$ cat config.mk
export PLATFORM = sky130hd
export DESIGN_NAME = kph_ctrl
export DESIGN_NICKNAME = d
export VERILOG_FILES = /design/src/rtl/kph_pkg.sv /design/src/rtl/kph_ctrl.sv
export SDC_FILE = /design/constraint.sdc
export NUM_CORES = 1
export LEC_CHECK = 0
export BUFFER_PORTS_ARGS = -buffer_cell sky130_fd_sc_hd__buf_2
export CAP_MARGIN = 15
export CORE_MARGIN = 3
export CORE_UTILIZATION = 50
export DETAILED_ROUTE_END_ITERATION = 7
export MAX_ROUTING_LAYER = met4
export PLACE_DENSITY_LB_ADDON = 0.15
export SLEW_MARGIN = 10
export SYNTH_ARGS = -nofsm -noshare
export SYNTH_HDL_FRONTEND = slang
export SYNTH_SLANG_ARGS = --single-unit
$ cat constraint.sdc
create_clock -name i_clk -period 2.7 [get_ports i_clk]
set_input_delay 0.27 -clock i_clk [delete_from_list [all_inputs] [get_ports i_clk]]
set_output_delay 0.27 -clock i_clk [all_outputs]
set_load 0.02 [all_outputs]
$ cat src/rtl/kph_pkg.sv
`timescale 1ns / 1ps
// ----------------------------------------------------------------------------
// kph_pkg
// Shared types and constants of the Mersenne-61 polynomial hash core.
// ----------------------------------------------------------------------------
package kph_pkg;

    localparam int PRIME_W    = 61;
    localparam int HASH_W     = 3;
    localparam int COEF_W     = 3;
    localparam int MAX_HASHES = 8;
    localparam int MAX_COEFS  = 8;
    localparam int ADDR_W     = HASH_W + COEF_W;
    localparam int TBL_DEPTH  = MAX_HASHES * MAX_COEFS;
    localparam int CNT_W      = 4;
    localparam int STEP_W     = 6;
    localparam int VALUE_W    = 62;
    localparam int IN_DATA_W  = 128;
    localparam int OUT_DATA_W = 64;
    localparam int CFG_DATA_W = 61;

    localparam logic [PRIME_W-1:0] PRIME = '1;
    localparam logic [STEP_W-1:0]  MUL_LAST = STEP_W'(4);
    localparam logic [STEP_W-1:0]  DIV_LAST = STEP_W'(PRIME_W - 1);

    typedef enum logic [1:0] {
        MODE_RAW   = 2'd0,
        MODE_SIGN  = 2'd1,
        MODE_BIN   = 2'd2,
        MODE_SPARE = 2'd3
    } t_mode;

    typedef enum logic [1:0] {
        CFG_MODE   = 2'd0,
        CFG_BINS   = 2'd1,
        CFG_ACTIVE = 2'd2,
        CFG_INDEP  = 2'd3
    } t_cfg_idx;

    typedef enum logic {
        OP_WRITE = 1'b0,
        OP_HASH  = 1'b1
    } t_op;

    typedef enum logic [3:0] {
        ST_IDLE,
        ST_RD0,
        ST_ACC0,
        ST_MUL,
        ST_SUM,
        ST_FOLD,
        ST_SUB,
        ST_POST,
        ST_DIV,
        ST_OUT
    } t_state;

    typedef struct packed {
        logic              ld_key;
        logic              ld_acc0;
        logic              pp_go;
        logic [1:0]        pp_sel;
        logic              prod_clr;
        logic              prod_add;
        logic              sum_go;
        logic              fold_go;
        logic              sub_go;
        logic              div_start;
        logic              div_step;
        logic              out_load;
        logic              out_last;
        logic [HASH_W-1:0] out_index;
        logic [ADDR_W-1:0] rd_addr;
    } t_cmd;

    typedef struct packed {
        logic [CNT_W-1:0] m_eff;
        logic [CNT_W-1:0] k_eff;
        logic             div_need;
        logic             out_free;
    } t_status;

endpackage

$ cat src/rtl/kph_ctrl.sv
`timescale 1ns / 1ps
// ----------------------------------------------------------------------------
// kph_ctrl
// Controller: sequences Horner steps, bin division and result beats.
// ----------------------------------------------------------------------------
module kph_ctrl (
    input  logic             i_clk,
    input  logic             i_rst_n,
    input  logic             i_in_valid,
    input  logic             i_in_op,
    output logic             o_in_ready,
    input  kph_pkg::t_status i_status,
    output kph_pkg::t_cmd    o_cmd
);
    import kph_pkg::*;

    t_state             r_state;
    t_state             n_state;
    logic [CNT_W-1:0]   r_h;
    logic [CNT_W-1:0]   r_i;
    logic [STEP_W-1:0]  r_cnt;
    logic               w_accept;
    logic               w_more_coef;
    logic               w_more_hash;

    assign w_accept    = i_in_valid && (r_state == ST_IDLE);
    assign w_more_coef = (r_i + CNT_W'(1)) < i_status.k_eff;
    assign w_more_hash = (r_h + CNT_W'(1)) < i_status.m_eff;

    always_comb begin
        n_state = r_state;
        unique case (r_state)
            ST_IDLE: begin
                if (w_accept && (i_in_op == OP_HASH) && (i_status.m_eff != '0)) begin
                    n_state = ST_RD0;
                end
            end
            ST_RD0:  n_state = ST_ACC0;
            ST_ACC0: n_state = (i_status.k_eff == CNT_W'(1)) ? ST_POST : ST_MUL;
            ST_MUL:  n_state = (r_cnt == MUL_LAST) ? ST_SUM : ST_MUL;
            ST_SUM:  n_state = ST_FOLD;
            ST_FOLD: n_state = ST_SUB;
            ST_SUB:  n_state = w_more_coef ? ST_MUL : ST_POST;
            ST_POST: n_state = i_status.div_need ? ST_DIV : ST_OUT;
            ST_DIV:  n_state = (r_cnt == DIV_LAST) ? ST_OUT : ST_DIV;
            ST_OUT: begin
                if (i_status.out_free) begin
                    n_state = w_more_hash ? ST_RD0 : ST_IDLE;
                end
            end
            default: n_state = ST_IDLE;
        endcase
    end

    always_comb begin
        o_in_ready      = 1'b0;
        o_cmd           = '0;
        o_cmd.rd_addr   = {r_h[HASH_W-1:0], r_i[COEF_W-1:0]};
        o_cmd.out_index = r_h[HASH_W-1:0];
        o_cmd.out_last  = !w_more_hash;
        unique case (r_state)
            ST_IDLE: begin
                o_in_ready   = 1'b1;
                o_cmd.ld_key = w_accept && (i_in_op == OP_HASH);
            end
            ST_ACC0: o_cmd.ld_acc0 = 1'b1;
            ST_MUL: begin
                o_cmd.pp_go    = (r_cnt != MUL_LAST);
                o_cmd.pp_sel   = r_cnt[1:0];
                o_cmd.prod_clr = (r_cnt == '0);
                o_cmd.prod_add = (r_cnt != '0);
            end
            ST_SUM:  o_cmd.sum_go    = 1'b1;
            ST_FOLD: o_cmd.fold_go   = 1'b1;
            ST_SUB:  o_cmd.sub_go    = 1'b1;
            ST_POST: o_cmd.div_start = i_status.div_need;
            ST_DIV:  o_cmd.div_step  = 1'b1;
            ST_OUT:  o_cmd.out_load  = i_status.out_free;
            default: o_in_ready = 1'b0;
        endcase
    end

    always_ff @(posedge i_clk) begin
        if (!i_rst_n) begin
            r_state <= ST_IDLE;
            r_h     <= '0;
            r_i     <= '0;
            r_cnt   <= '0;
        end else begin
            r_state <= n_state;
            unique case (r_state)
                ST_IDLE: begin
                    r_h <= '0;
                    r_i <= '0;
                end
                ST_ACC0: begin
                    r_i   <= CNT_W'(1);
                    r_cnt <= '0;
                end
                ST_MUL, ST_DIV: r_cnt <= r_cnt + STEP_W'(1);
                ST_SUB: begin
                    r_i   <= r_i + CNT_W'(1);
                    r_cnt <= '0;
                end
                ST_POST: r_cnt <= '0;
                ST_OUT: begin
                    if (i_status.out_free) begin
                        r_h <= r_h + CNT_W'(1);
                        r_i <= '0;
                    end
                end
                default: r_cnt <= r_cnt;
            endcase
        end
    end
endmodule

# After elaboration in Yosys (flattened, before gate mapping)
# Index checks and enable logic that the tools add are counted.
[op_classes] order_cmp=2 add_sub_neg=3 eq_ne=15 n_mux=24 reduce_logical=16
[ops] op="case mux 4 bit (10 select lines)" count=1
[ops] op="equality test 4 x 3 -> 1 bit, second input constant" count=4
[ops] op="2-to-1 mux 4 bit" count=4
[ops] op="case mux 4 bit (4 select lines)" count=1
[ops] op="2-to-1 mux 1 bit" count=12
[ops] op="case mux 6 bit (2 select lines)" count=1
[ops] op="2-to-1 mux 3 bit" count=3
[ops] op="adder 4 x 1 -> 4 bit, second input constant" count=2
[ops] op="equality test 4 x 1 -> 1 bit, second input constant" count=2
[ops] op="equality test 4 x 2 -> 1 bit, second input constant" count=2
[ops] op="equality test 4 bit, second input constant" count=2
[ops] op="less-than comparator 4 bit" count=2
[ops] op="case mux 4 bit (2 select lines)" count=1
[ops] op="nonzero test 4 bit" count=2
[ops] op="adder 6 x 1 -> 6 bit, second input constant" count=1
[ops] op="equality test 6 x 3 -> 1 bit, second input constant" count=1
[ops] op="equality test 6 bit, second input constant" count=1
[ops] op="logical NOT 6 bit" count=1
[ops] op="inequality test 6 x 3 -> 1 bit, second input constant" count=1
[ops] op="AND reduction 2 bit" count=3
[ops] op="nonzero test 6 bit" count=1
[ops] op="2-to-1 mux 5 bit" count=1
[ops] op="logical NOT 4 bit" count=1
[ops] op="nonzero test 2 bit" count=2
[ops] op="6 further kinds" count=8
[totals] ff_bits=18 word_cells=64 input_bits=14

# Logic depth before layout (Yosys ltp)
# Gate-level depths: netlist of the first run.
[logic_depth] word_depth=6 mapped_depth=7

# Worst setup path before layout of the first run
# OpenSTA, ideal clock, no wires.
[synth_path] path_kind="register -> register" start="register r_h[0]" end="register r_state[0]" setup_slack_ps=611 arrival_time_ps=1966 path_stages_with_launch=7 cell_sequence="dfxtp_1 -> ha_1 -> ha_1 -> a21bo_2 -> a211oi_1 -> a21o_1 -> o21ai_1"
[synth_between] elab_chain_len=5
[synth_rtl] element="from (decl)" line="kph_ctrl.sv:19" source="logic [CNT_W-1:0] r_h;"
[synth_rtl] element="from (signal assigned)" line="kph_ctrl.sv:108" source="r_h <= r_h + CNT_W'(1);"
[synth_rtl] element="adder 4 x 1 -> 4 bit" line="kph_ctrl.sv:28" source="assign w_more_hash = (r_h + CNT_W'(1)) < i_status.m_eff;"
[synth_rtl] element="less-than comparator 4 bit" line="kph_ctrl.sv:28"
[synth_rtl] element="2-to-1 mux 1 bit" line="kph_ctrl.sv:48" source="n_state = w_more_hash ? ST_RD0 : ST_IDLE;"
[synth_rtl] element="2-to-1 mux 4 bit" line="kph_ctrl.sv:47" source="if (i_status.out_free) begin"
[synth_rtl] element="case mux 4 bit (10 select lines)" line="kph_ctrl.sv:32" source="unique case (r_state)"
[synth_rtl] element="to (signal assigned)" line="kph_ctrl.sv:90" source="r_state <= n_state;"
[synth_rtl] element="to (decl)" line="kph_ctrl.sv:17" source="t_state r_state;"
# Every way passes these cells. The select of a mux whose other input is x is not followed.
# A chain may end at the register's enable or synchronous reset.

==> results of run 1 <==
==> layer usage <==
layer	up-vias	global-route usage, %
met5	-	-
met4	0	7.595
met3	6	2.808
met2	33	29.94
met1	595	26.59
li1	676	-
==> layout by cell type, fill, tap and decap left out, drive strengths merged, types with 3 or more instances in the layout <==
master | Yosys | layout
a22oi | 3 | 3
clkbuf | 2 | 3
nor2 | 23 | 23
nand2 | 9 | 9
nand2b | 4 | 4
dfxtp | 18 | 18
a211oi | 4 | 4
a21oi | 6 | 6
buf | 16 | 38
xnor2 | 3 | 3
nor4b | 3 | 3
nand3 | 7 | 7
nor3 | 8 | 8
o2111ai | 3 | 3
nor2b | 3 | 3
or2 | 3 | 3
ha | 10 | 10
inv | 11 | 11
xor2 | 6 | 6
o21ai | 7 | 7
==> power groups by stage <==
stage | Combinational [W] | Clock [W] | Sequential (W)
2_1_floorplan | 0.000110 | 0 | 0.000283
3_3_place_gp | 0.000129 | 0 | 0.000297
4_1_cts | 0.000134 | 0.000141 | 0.000291
6_report | 0.000133 | 0.000136 | 0.000292
3_5_place_dp | 0.000133 | 0 | 0.000297
5_1_grt | 0.000147 | 0.000149 | 0.000295
==> cell families (layout without fill, tap and decap cells) <==
kind of cell	after synthesis	count (layout)	share of synthesized area, %
simple gates	76	76	32.17
compound gates	36	36	17.79
fa+ha+maj	10	10	8.511
xor+xnor	9	9	5.362
flops	18	18	24.51
mux	1	1	0.6809
buf+inv	29	52	10.98
==> how the worst max path moves through the flow <==
stage                             start                      end  slack (ns)
CTS                 r_h[0]$_SDFFE_PN0P_                 o_cmd[9]        0.42
finish              r_h[0]$_SDFFE_PN0P_                 o_cmd[9]        0.45
detailed placement  r_h[0]$_SDFFE_PN0P_                 o_cmd[9]        0.76
global placement    r_h[0]$_SDFFE_PN0P_                 o_cmd[9]        0.83
floorplan           r_h[0]$_SDFFE_PN0P_  r_state[0]$_SDFFE_PN0P_        0.61
global route        r_h[0]$_SDFFE_PN0P_                 o_cmd[9]        0.29
==> worst register-to-register path, stage by stage, from the launching register on <==
cell and delay (ns):
dfxtp_1 0.80, nor4b_4 0.45, o2111ai_1 0.23, xor2_1 0.24, nor2_2 0.04
==> stage by stage <==
step / util, % / cells / hold slack (ns) / area (µm²)
6_report: 57.67 / 233 / 0.2951 / 1604
4_1_cts: 57.67 / 233 / 0.2884 / 1604
3_5_place_dp: 56.86 / 230 / 0.4969 / 1582
3_3_place_gp: 56.86 / 230 / 0.4660 / 1582
5_1_grt: 57.67 / 233 / 0.2947 / 1604
2_1_floorplan: - / 179 / 0.4478 / 1470
==> flip-flops by register name, indices dropped and copies added, names as in the netlist <==
register,flops
r_cnt,6
r_h,4
r_i,4
r_state,4
==> layout make-up <==
cell class	instances	area, µm²
Multi-Input combinational cell	132	948.4
Timing Repair Buffer	38	192.7
Sequential cell	18	360.3
Inverter	11	41.29
Fill cell	259	1177
Clock buffer	3	22.52
Tap cell	31	38.79
==> results.py, run 1 <==
metrics = {
    "status": {
        "status": "finished clean",
    },
    "clock_network": {
        "ctsHoldBuffers": 0,
        "clock_latency_ns": 0.29,
        "path_clk_slew_ns": 0.10,
        "cts_made_buffers": 3,
        "cts.htree.levels": 1,
        "cts.sinks": 18,
        "tritoncts": "done",
        "cts.repair.resized": 0,
        "post-cts-setup-buffers": 0,
        "clockBufferDepth": 2,
        "cts_root_buffer": "clkbuf_4",
    },
    "worst_setup_path": {
        "ff2ff_path_depth": 4,
        "cp_slowest_cell": "dfxtp_1",
        "end_kind": "output port",
        "cp_num_cells": 5,
        "critPathKind": "register to output port",
        "slowest_delay_ns": 0.44,
        "worst_path_most_repeated_cell": "ha_1",
        "worst-path-buf-inv": 1,
        "arrival_ns": 1.98,
        "r2r-end": "r_cnt[3]$_SDFFE_PN0P_",
        "r2r_setup_slack_ns": 0.83,
        "path_delay_family": "adder cells",
        "cp-start-kind": "register",
        "rr_startpoint": "r_state[3]$_SDFFE_PN0P_",
        "critPathMaxFanout": 7,
        "path_cells": "ha_1, ha_1, a21bo_2, a211oi_1, buf_2",
        "cp.required_ns": 2.43,
    },
    "run": {
        "cap_viol_max_count": 0,
    },
    "route": {
        "post_drt_wl_per_cell_um": 13.80,
        "met2WireLength_mm": 1.441,
        "via_per_inst": 5.622,
        "postRouteWirelength_mm": 3.215,
        "wl_met1_mm": 1.565,
        "dr.pass1.iters": 4,
        "via_count": 1310,
        "drtIter0Drc": 35,
        "drc": 0,
        "highest_layer": "met4",
        "ant_nets": 0,
        "wl_met3_um": 153,
    },
    "placement": {
        "post-place-ws_ns": 0.7563,
        "place.gp.congestion": 0.8566,
        "port_buffers": 37,
        "hpwl_mm": 2.479,
    },
    "power": {
        "pwr-share-clk_pct": 24.3,
        "switchingPower_w": 0.0001802,
        "pwr-share-comb_pct": 23.7,
        "leakagePower_nw": 0.7616,
        "switching_share_pct": 32.14,
        "finalPower_w": 0.0005606,
        "irDropWorstVdd_mv": 0.2500,
        "power_frac_seq_pct": 52.0,
        "pwr_density_cell_mw_per_mm2": 349.5,
        "p_int_w": 0.0003805,
    },
    "logic_synthesis": {
        "synth_common_cells": "nor2_1, dfxtp_1, buf_4, ha_1, inv_1",
        "synth_edf_count": 0,
        "syn_area_mm2": 0.001470,
        "syn_avg_cell_area_um2": 8.213,
        "synth-seq-cells": 18,
        "ys_types": 56,
        "syn_inst": 179,
        "synth-main-ff-cell": "dfxtp_1",
        "async_reset_ff_share_pct": 0,
        "synth_top_area_share_pct": 24.51,
        "synth_seq_area_share_pct": 24.51,
        "yosys_warnings": 0,
        "synth_top_cells_by_area": "dfxtp_1, ha_1, nor2_1, buf_4, xor2_1",
        "syn-num-nets": 203,
        "yosys.area.top_type": "dfxtp_1",
        "yosysMostFrequentCell": "nor2_1",
    },
    "die": {
        "dieArea_mm2": 0.003627,
        "core_mm2": 0.002781,
        "io_pins": 38,
        "die_w_um": 60.23,
        "start_util_pct": 52.86,
        "die_y_um": 60.23,
        "fp-row-count": 19,
    },
    "cells_and_area": {
        "antenna_cells": 0,
        "drive_gt1_share_pct": 26.24,
        "area_growth_pct": 9.106,
        "fin_nets": 228,
    },
    "grt": {
        "grt_pass1_vias": 1217,
        "antenna_found_initial": 0,
        "grtUsageTotal_pct": 19.84,
        "grt_max_degree": 21,
        "grt_pass1_wl_mm": 5.361,
        "grt_overflow": 0,
    },
    "sta": {
        "worst_slew_pin_slew_ns": 0.7225,
        "rsz0062_at_grt": "no",
        "slew_violations": 0,
        "setup_viol": 0,
        "max_slew_margin_pct": 51.77,
        "tns_ns": 0,
        "period_needed_ns": 2.250,
        "fin_crit_sh_pct": 83.33,
        "skew_ns": 0.001984,
        "hold_violations": 0,
        "max_freq_mhz": 444.5,
        "setup_ws_ns": 0.4502,
    },
    "worst_hold_path": {
        "whs_path_depth": 2,
        "hp-class": "input pin to register",
        "hold_end": "r_state[2]$_SDFFE_PN0P_",
        "min_from": "i_rst_n",
    },
}
Note: power is estimated with default switching activity, not from simulation.
==> run 2: changes to the inputs <==
==> constraint.sdc (replaced) <==
create_clock -name i_clk -period 2.36 [get_ports i_clk]
set_input_delay 0.236 -clock i_clk [delete_from_list [all_inputs] [get_ports i_clk]]
set_output_delay 0.236 -clock i_clk [all_outputs]
set_load 0.02 [all_outputs]
==> results.py, run 2 (synthesis gave the netlist of run 1 again) <==
metrics = {
    "placement": {
        "placed_area_mm2": 0.001589,
        "port_buffers": 37,
        "hpwl_mm": 2.517,
        "place.gp.congestion": 0.8279,
    },
    "route": {
        "wl_met3_um": 131,
        "drc": 0,
        "via_count": 1302,
        "via_per_inst": 5.540,
        "drtIter0Drc": 53,
        "wl_met1_mm": 1.621,
        "postRouteWirelength_mm": 3.239,
        "post_drt_wl_per_cell_um": 13.78,
        "highest_layer": "met4",
        "ant_nets": 0,
        "met2WireLength_mm": 1.443,
        "dr.pass1.iters": 4,
    },
    "clock_network": {
        "tritoncts": "done",
        "cts_root_buffer": "clkbuf_4",
        "path_clk_slew_ns": 0.11,
        "clock_latency_ns": 0.30,
        "cts.htree.levels": 1,
        "clockBufferDepth": 2,
        "cts_made_buffers": 3,
        "cts.sinks": 18,
    },
    "worst_setup_path": {
        "critPathKind": "register to output port",
        "r2r-end": "r_state[0]$_SDFFE_PN0P_",
        "cp-startpoint": "r_h[0]$_SDFFE_PN0P_",
        "r2r_setup_slack_ns": 0.61,
        "rr_startpoint": "r_h[0]$_SDFFE_PN0P_",
        "cp-start-kind": "register",
        "arrival_ns": 1.96,
        "end_kind": "output port",
        "ff2ff_path_depth": 6,
        "cp.required_ns": 2.12,
        "critPathMaxFanout": 7,
        "crit_path_end": "o_cmd[9]",
    },
    "cells_and_area": {
        "finalInstanceArea_mm2": 0.001627,
        "area_growth_pct": 10.64,
        "top_register": "r_cnt",
        "register_area_um2": 361.6,
        "antenna_cells": 0,
        "mostFrequentLayoutCell": "buf_2",
        "fillers": 272,
        "drive_gt1_share_pct": 27.45,
        "largest_reg_flops": 6,
        "multi_input_area_um2": 948.4,
        "fin_nets": 229,
        "final_cell_mix": "buf_2, nor2_1, dfxtp_1, inv_1, ha_1",
    },
    "die": {
        "die_w_um": 60.23,
        "io_pins": 38,
        "fp-row-count": 19,
        "start_util_pct": 52.86,
        "die_y_um": 60.23,
        "core_mm2": 0.002781,
        "dieArea_mm2": 0.003627,
    },
    "sta": {
        "fin_crit_sh_pct": 93.04,
        "tns_ns": 0,
        "setup_viol": 0,
        "max_freq_mhz": 455.4,
        "slew_violations": 0,
        "hold_violations": 0,
        "skew_ns": 0.007223,
        "rsz0062_at_grt": "no",
        "worst_slew_pin_slew_ns": 0.5781,
        "max_slew_margin_pct": 61.41,
        "period_needed_ns": 2.196,
    },
    "grt": {
        "grt_pass1_wl_mm": 5.299,
        "grtUsageTotal_pct": 19.58,
        "grt_max_degree": 19,
        "grt_pass1_vias": 1204,
        "grt_overflow": 0,
        "antenna_found_initial": 0,
    },
    "power": {
        "pwr-share-comb_pct": 22.2,
        "irDropWorstVdd_mv": 0.3046,
        "switchingPower_w": 0.0002097,
        "p_int_w": 0.0004698,
        "pwr_density_cell_mw_per_mm2": 417.8,
        "pwr-share-clk_pct": 28.7,
        "switching_share_pct": 30.86,
        "power_frac_seq_pct": 49.2,
        "leakagePower_nw": 0.7748,
    },
    "status": {
        "status": "finished clean",
    },
    "worst_hold_path": {
        "hp-class": "input pin to register",
    },
    "run": {
        "cap_viol_max_count": 0,
    },
}
==> run 2: final cells by class <==
| type | count | area share (%) |
|---|---|---|
| Multi-Input combinational cell | 132 | 58.31 |
| Clock buffer | 4 | 2.231 |
| Tap cell | 31 | 2.385 |
| Inverter | 11 | 2.538 |
| Sequential cell | 18 | 22.23 |
| Timing Repair Buffer | 39 | 12.31 |
==> run 2: stage by stage <==
stage	setup WS (ns)	util [%]	total power, W	instances	hold WS, ns
floorplan	0.2711	-	0.0004504	179	0.4138
global placement	0.5169	57.13	0.0004871	231	0.4678
detailed placement	0.4282	57.13	0.0004913	231	0.4785
CTS	0.08150	58.43	0.0006876	235	0.2334
global route	0.03566	58.48	0.0007184	235	0.2388
finish	0.1642	58.48	0.0006795	235	0.2448
==> run 2: critical path, stage by stage, from the launching register on <==
cell and delay (ns):
dfxtp_2 0.37, ha_1 0.33, ha_1 0.28, a21bo_2 0.21, a211oi_1 0.25, buf_2 0.22
==> run 2: what timing repair did <==
| item | CTS | global route |
|---|---|---|
| hold buffers | 0 | 0 |
| buffers inserted | 0 | 0 |
| endpoints found under the setup margin | 0 | 1 |
| resized for setup | 0 | 1 |
==> run 2: routing by layer <==
| metal | GRT usage [%] | up-vias |
|---|---|---|
| met5 | - | - |
| li1 | - | 684 |
| met4 | 7.911 | 0 |
| met1 | 25.71 | 584 |
| met2 | 30.40 | 30 |
| met3 | 2.160 | 4 |
==> run 2: worst min-delay path by stage <==
stage	start	to	slack, ns	depth (start not counted)
detailed placement	r_h[3]$_SDFFE_PN0P_	r_h[3]$_SDFFE_PN0P_	0.48	2
finish	i_rst_n	r_state[2]$_SDFFE_PN0P_	0.24	2
global route	i_rst_n	r_state[2]$_SDFFE_PN0P_	0.24	2
global placement	r_h[3]$_SDFFE_PN0P_	r_h[3]$_SDFFE_PN0P_	0.47	2
CTS	i_rst_n	r_state[2]$_SDFFE_PN0P_	0.23	2
floorplan	i_status[0]	r_state[0]$_SDFFE_PN0P_	0.41	2
==> run 2: power by group through the flow <==
stage | sequential (W) | clock [W] | combinational (W)
3_3_place_gp | 0.000339 | 0 | 0.000148
4_1_cts | 0.000334 | 0.000202 | 0.000152
3_5_place_dp | 0.000340 | 0 | 0.000151
6_report | 0.000334 | 0.000195 | 0.000151
2_1_floorplan | 0.000324 | 0 | 0.000126
5_1_grt | 0.000337 | 0.000213 | 0.000169
==> run 3: changes to the inputs <==
--- a/config.mk
+++ b/config.mk
@@ -10,8 +10,9 @@
 export CORE_MARGIN = 3
 export CORE_UTILIZATION = 50
 export DETAILED_ROUTE_END_ITERATION = 7
+export GPL_TIMING_DRIVEN = 0
 export MAX_ROUTING_LAYER = met4
-export PLACE_DENSITY_LB_ADDON = 0.15
+export PLACE_DENSITY = 0.76
 export SLEW_MARGIN = 10
 export SYNTH_ARGS = -nofsm -noshare
 export SYNTH_HDL_FRONTEND = slang
==> results.py, run 3 (synthesis gave the netlist of run 1 again) <==
metrics = {
    "die": {
        "die_w_um": 60.23,
        "fp-row-count": 19,
        "core_mm2": 0.002781,
        "dieArea_mm2": 0.003627,
        "die_y_um": 60.23,
        "start_util_pct": 52.86,
        "io_pins": 38,
    },
    "power": {
        "irDropWorstVdd_mv": 0.3194,
        "pwr_density_cell_mw_per_mm2": 398.6,
        "leakagePower_nw": 0.8526,
    },
    "route": {
        "drtIter0Drc": 59,
        "dr.pass1.iters": 5,
        "via_per_inst": 5.596,
        "via_count": 1399,
        "postRouteWirelength_mm": 3.458,
        "drc": 0,
        "ant_nets": 0,
        "post_drt_wl_per_cell_um": 13.83,
    },
    "worst_hold_path": {
        "min_from": "i_status[0]",
        "hp-class": "input pin to register",
    },
    "worst_setup_path": {
        "rr_startpoint": "r_cnt[0]$_SDFFE_PN0P_",
        "critPathMaxFanout": 5,
        "cp.required_ns": 2.12,
        "critPathKind": "register to output port",
        "worst-path-buf-inv": 1,
        "arrival_ns": 2.02,
        "end_kind": "output port",
        "cp-start-kind": "register",
        "slowest_delay_ns": 0.42,
        "cp_slowest_cell": "dfxtp_1",
        "worst_path_most_repeated_cell": "ha_1",
        "path_delay_family": "adder cells",
        "path_cells": "ha_1, ha_1, a21bo_2, a211oi_1, buf_2",
        "cp-startpoint": "r_h[1]$_SDFFE_PN0P_",
    },
    "clock_network": {
        "cts_root_buffer": "clkbuf_4",
        "cts_made_buffers": 3,
        "tritoncts": "done",
        "clockBufferDepth": 2,
        "clock_latency_ns": 0.30,
        "path_clk_slew_ns": 0.10,
        "cts.sinks": 18,
        "cts.htree.levels": 1,
    },
    "grt": {
        "antenna_found_initial": 0,
        "grt_overflow": 0,
        "grtUsageTotal_pct": 20.72,
        "grt_max_degree": 11,
        "grt_pass1_vias": 1262,
        "grt_pass1_wl_mm": 5.616,
    },
    "sta": {
        "period_needed_ns": 2.254,
        "max_freq_mhz": 443.6,
        "worst_slew_pin_slew_ns": 0.4573,
        "whs_ns": 0.2946,
        "rsz0062_at_grt": "no",
        "setup_viol": 0,
        "skew_ns": 0.003863,
        "slew_violations": 0,
        "hold_violations": 0,
        "max_slew_margin_pct": 69.12,
        "fin_crit_sh_pct": 95.52,
        "tns_ns": 0,
    },
    "placement": {
        "place.gp.congestion": 0.8170,
        "hpwl_mm": 2.685,
        "port_buffers": 36,
    },
    "cells_and_area": {
        "area_growth_pct": 17.45,
        "largest_reg_flops": 6,
        "drive_gt1_share_pct": 31.96,
        "final_cell_mix": "buf_2, nor2_1, dfxtp_1",
        "antenna_cells": 0,
        "fin_nets": 244,
        "top_register": "r_cnt",
        "mostFrequentLayoutCell": "buf_2",
    },
    "status": {
        "status": "finished clean",
    },
    "run": {
        "cap_viol_max_count": 0,
    },
}
run 3: layout make-up:
type,count,area [µm²]
inverters,11,41.29
multi-input cells,132,948.4
plain buffers,18,120.1
well taps,31,38.79
repair buffers,36,180.2
clock buffers,4,36.28
fillers,255,1055
flip-flops and latches,18,361.6
run 3: metal layers:
layer	track usage [%]	vias up	share of wire, %
met1	27.00	634	47
met3	3.888	4	6.0
met5	-	-	0
met2	31.79	49	46
met4	7.278	0	0.98
li1	-	712	-
run 3: worst register-to-register path: cells and delay by family (launching register included):
family / cells / cell delay [ns]
flops: 1 / 0.37
compound gates: 3 / 0.79
buf+inv: 1 / 0.14
fa+ha+maj: 1 / 0.20
simple gates: 1 / 0.27
run 3: final timing paths:
path | to | cells after the start | slack (ns)
min | r_state[0]$_SDFFE_PN0P_ | 3 | 0.29
max | o_cmd[9] | 5 | 0.11
max reg2reg | r_state[0]$_SDFFE_PN0P_ | 6 | 0.48
min reg2reg | r_h[3]$_SDFFE_PN0P_ | 2 | 0.51
run 3: stage by stage:
step / util [%] / cell area (µm²) / setup slack (ns) / std cells / power [W]
3_3_place_gp: 60.73 / 1689 / 0.4264 / 246 / 0.0004932
5_1_grt: 62.08 / 1727 / 0.02840 / 250 / 0.0007245
6_report: 62.08 / 1727 / 0.1056 / 250 / 0.0006883
4_1_cts: 62.03 / 1725 / 0.01223 / 250 / 0.0006893
2_1_floorplan: - / 1470 / 0.2711 / 179 / 0.0004504
3_5_place_dp: 60.73 / 1689 / 0.3510 / 246 / 0.0004990
run 3: where the power goes:
group	leakage [nW]	internal (W)	switching, W
logic	0.686	0.0000709	0.000103
clock network	0.0210	0.0000940	0.0000996
registers	0.146	0.000310	0.0000110
run 3: repair_timing:
action,4_1_cts,5_1_grt
setup endpoints to repair,0,1
gates resized for setup,0,1
setup buffers,0,0
hold buffers,0,0
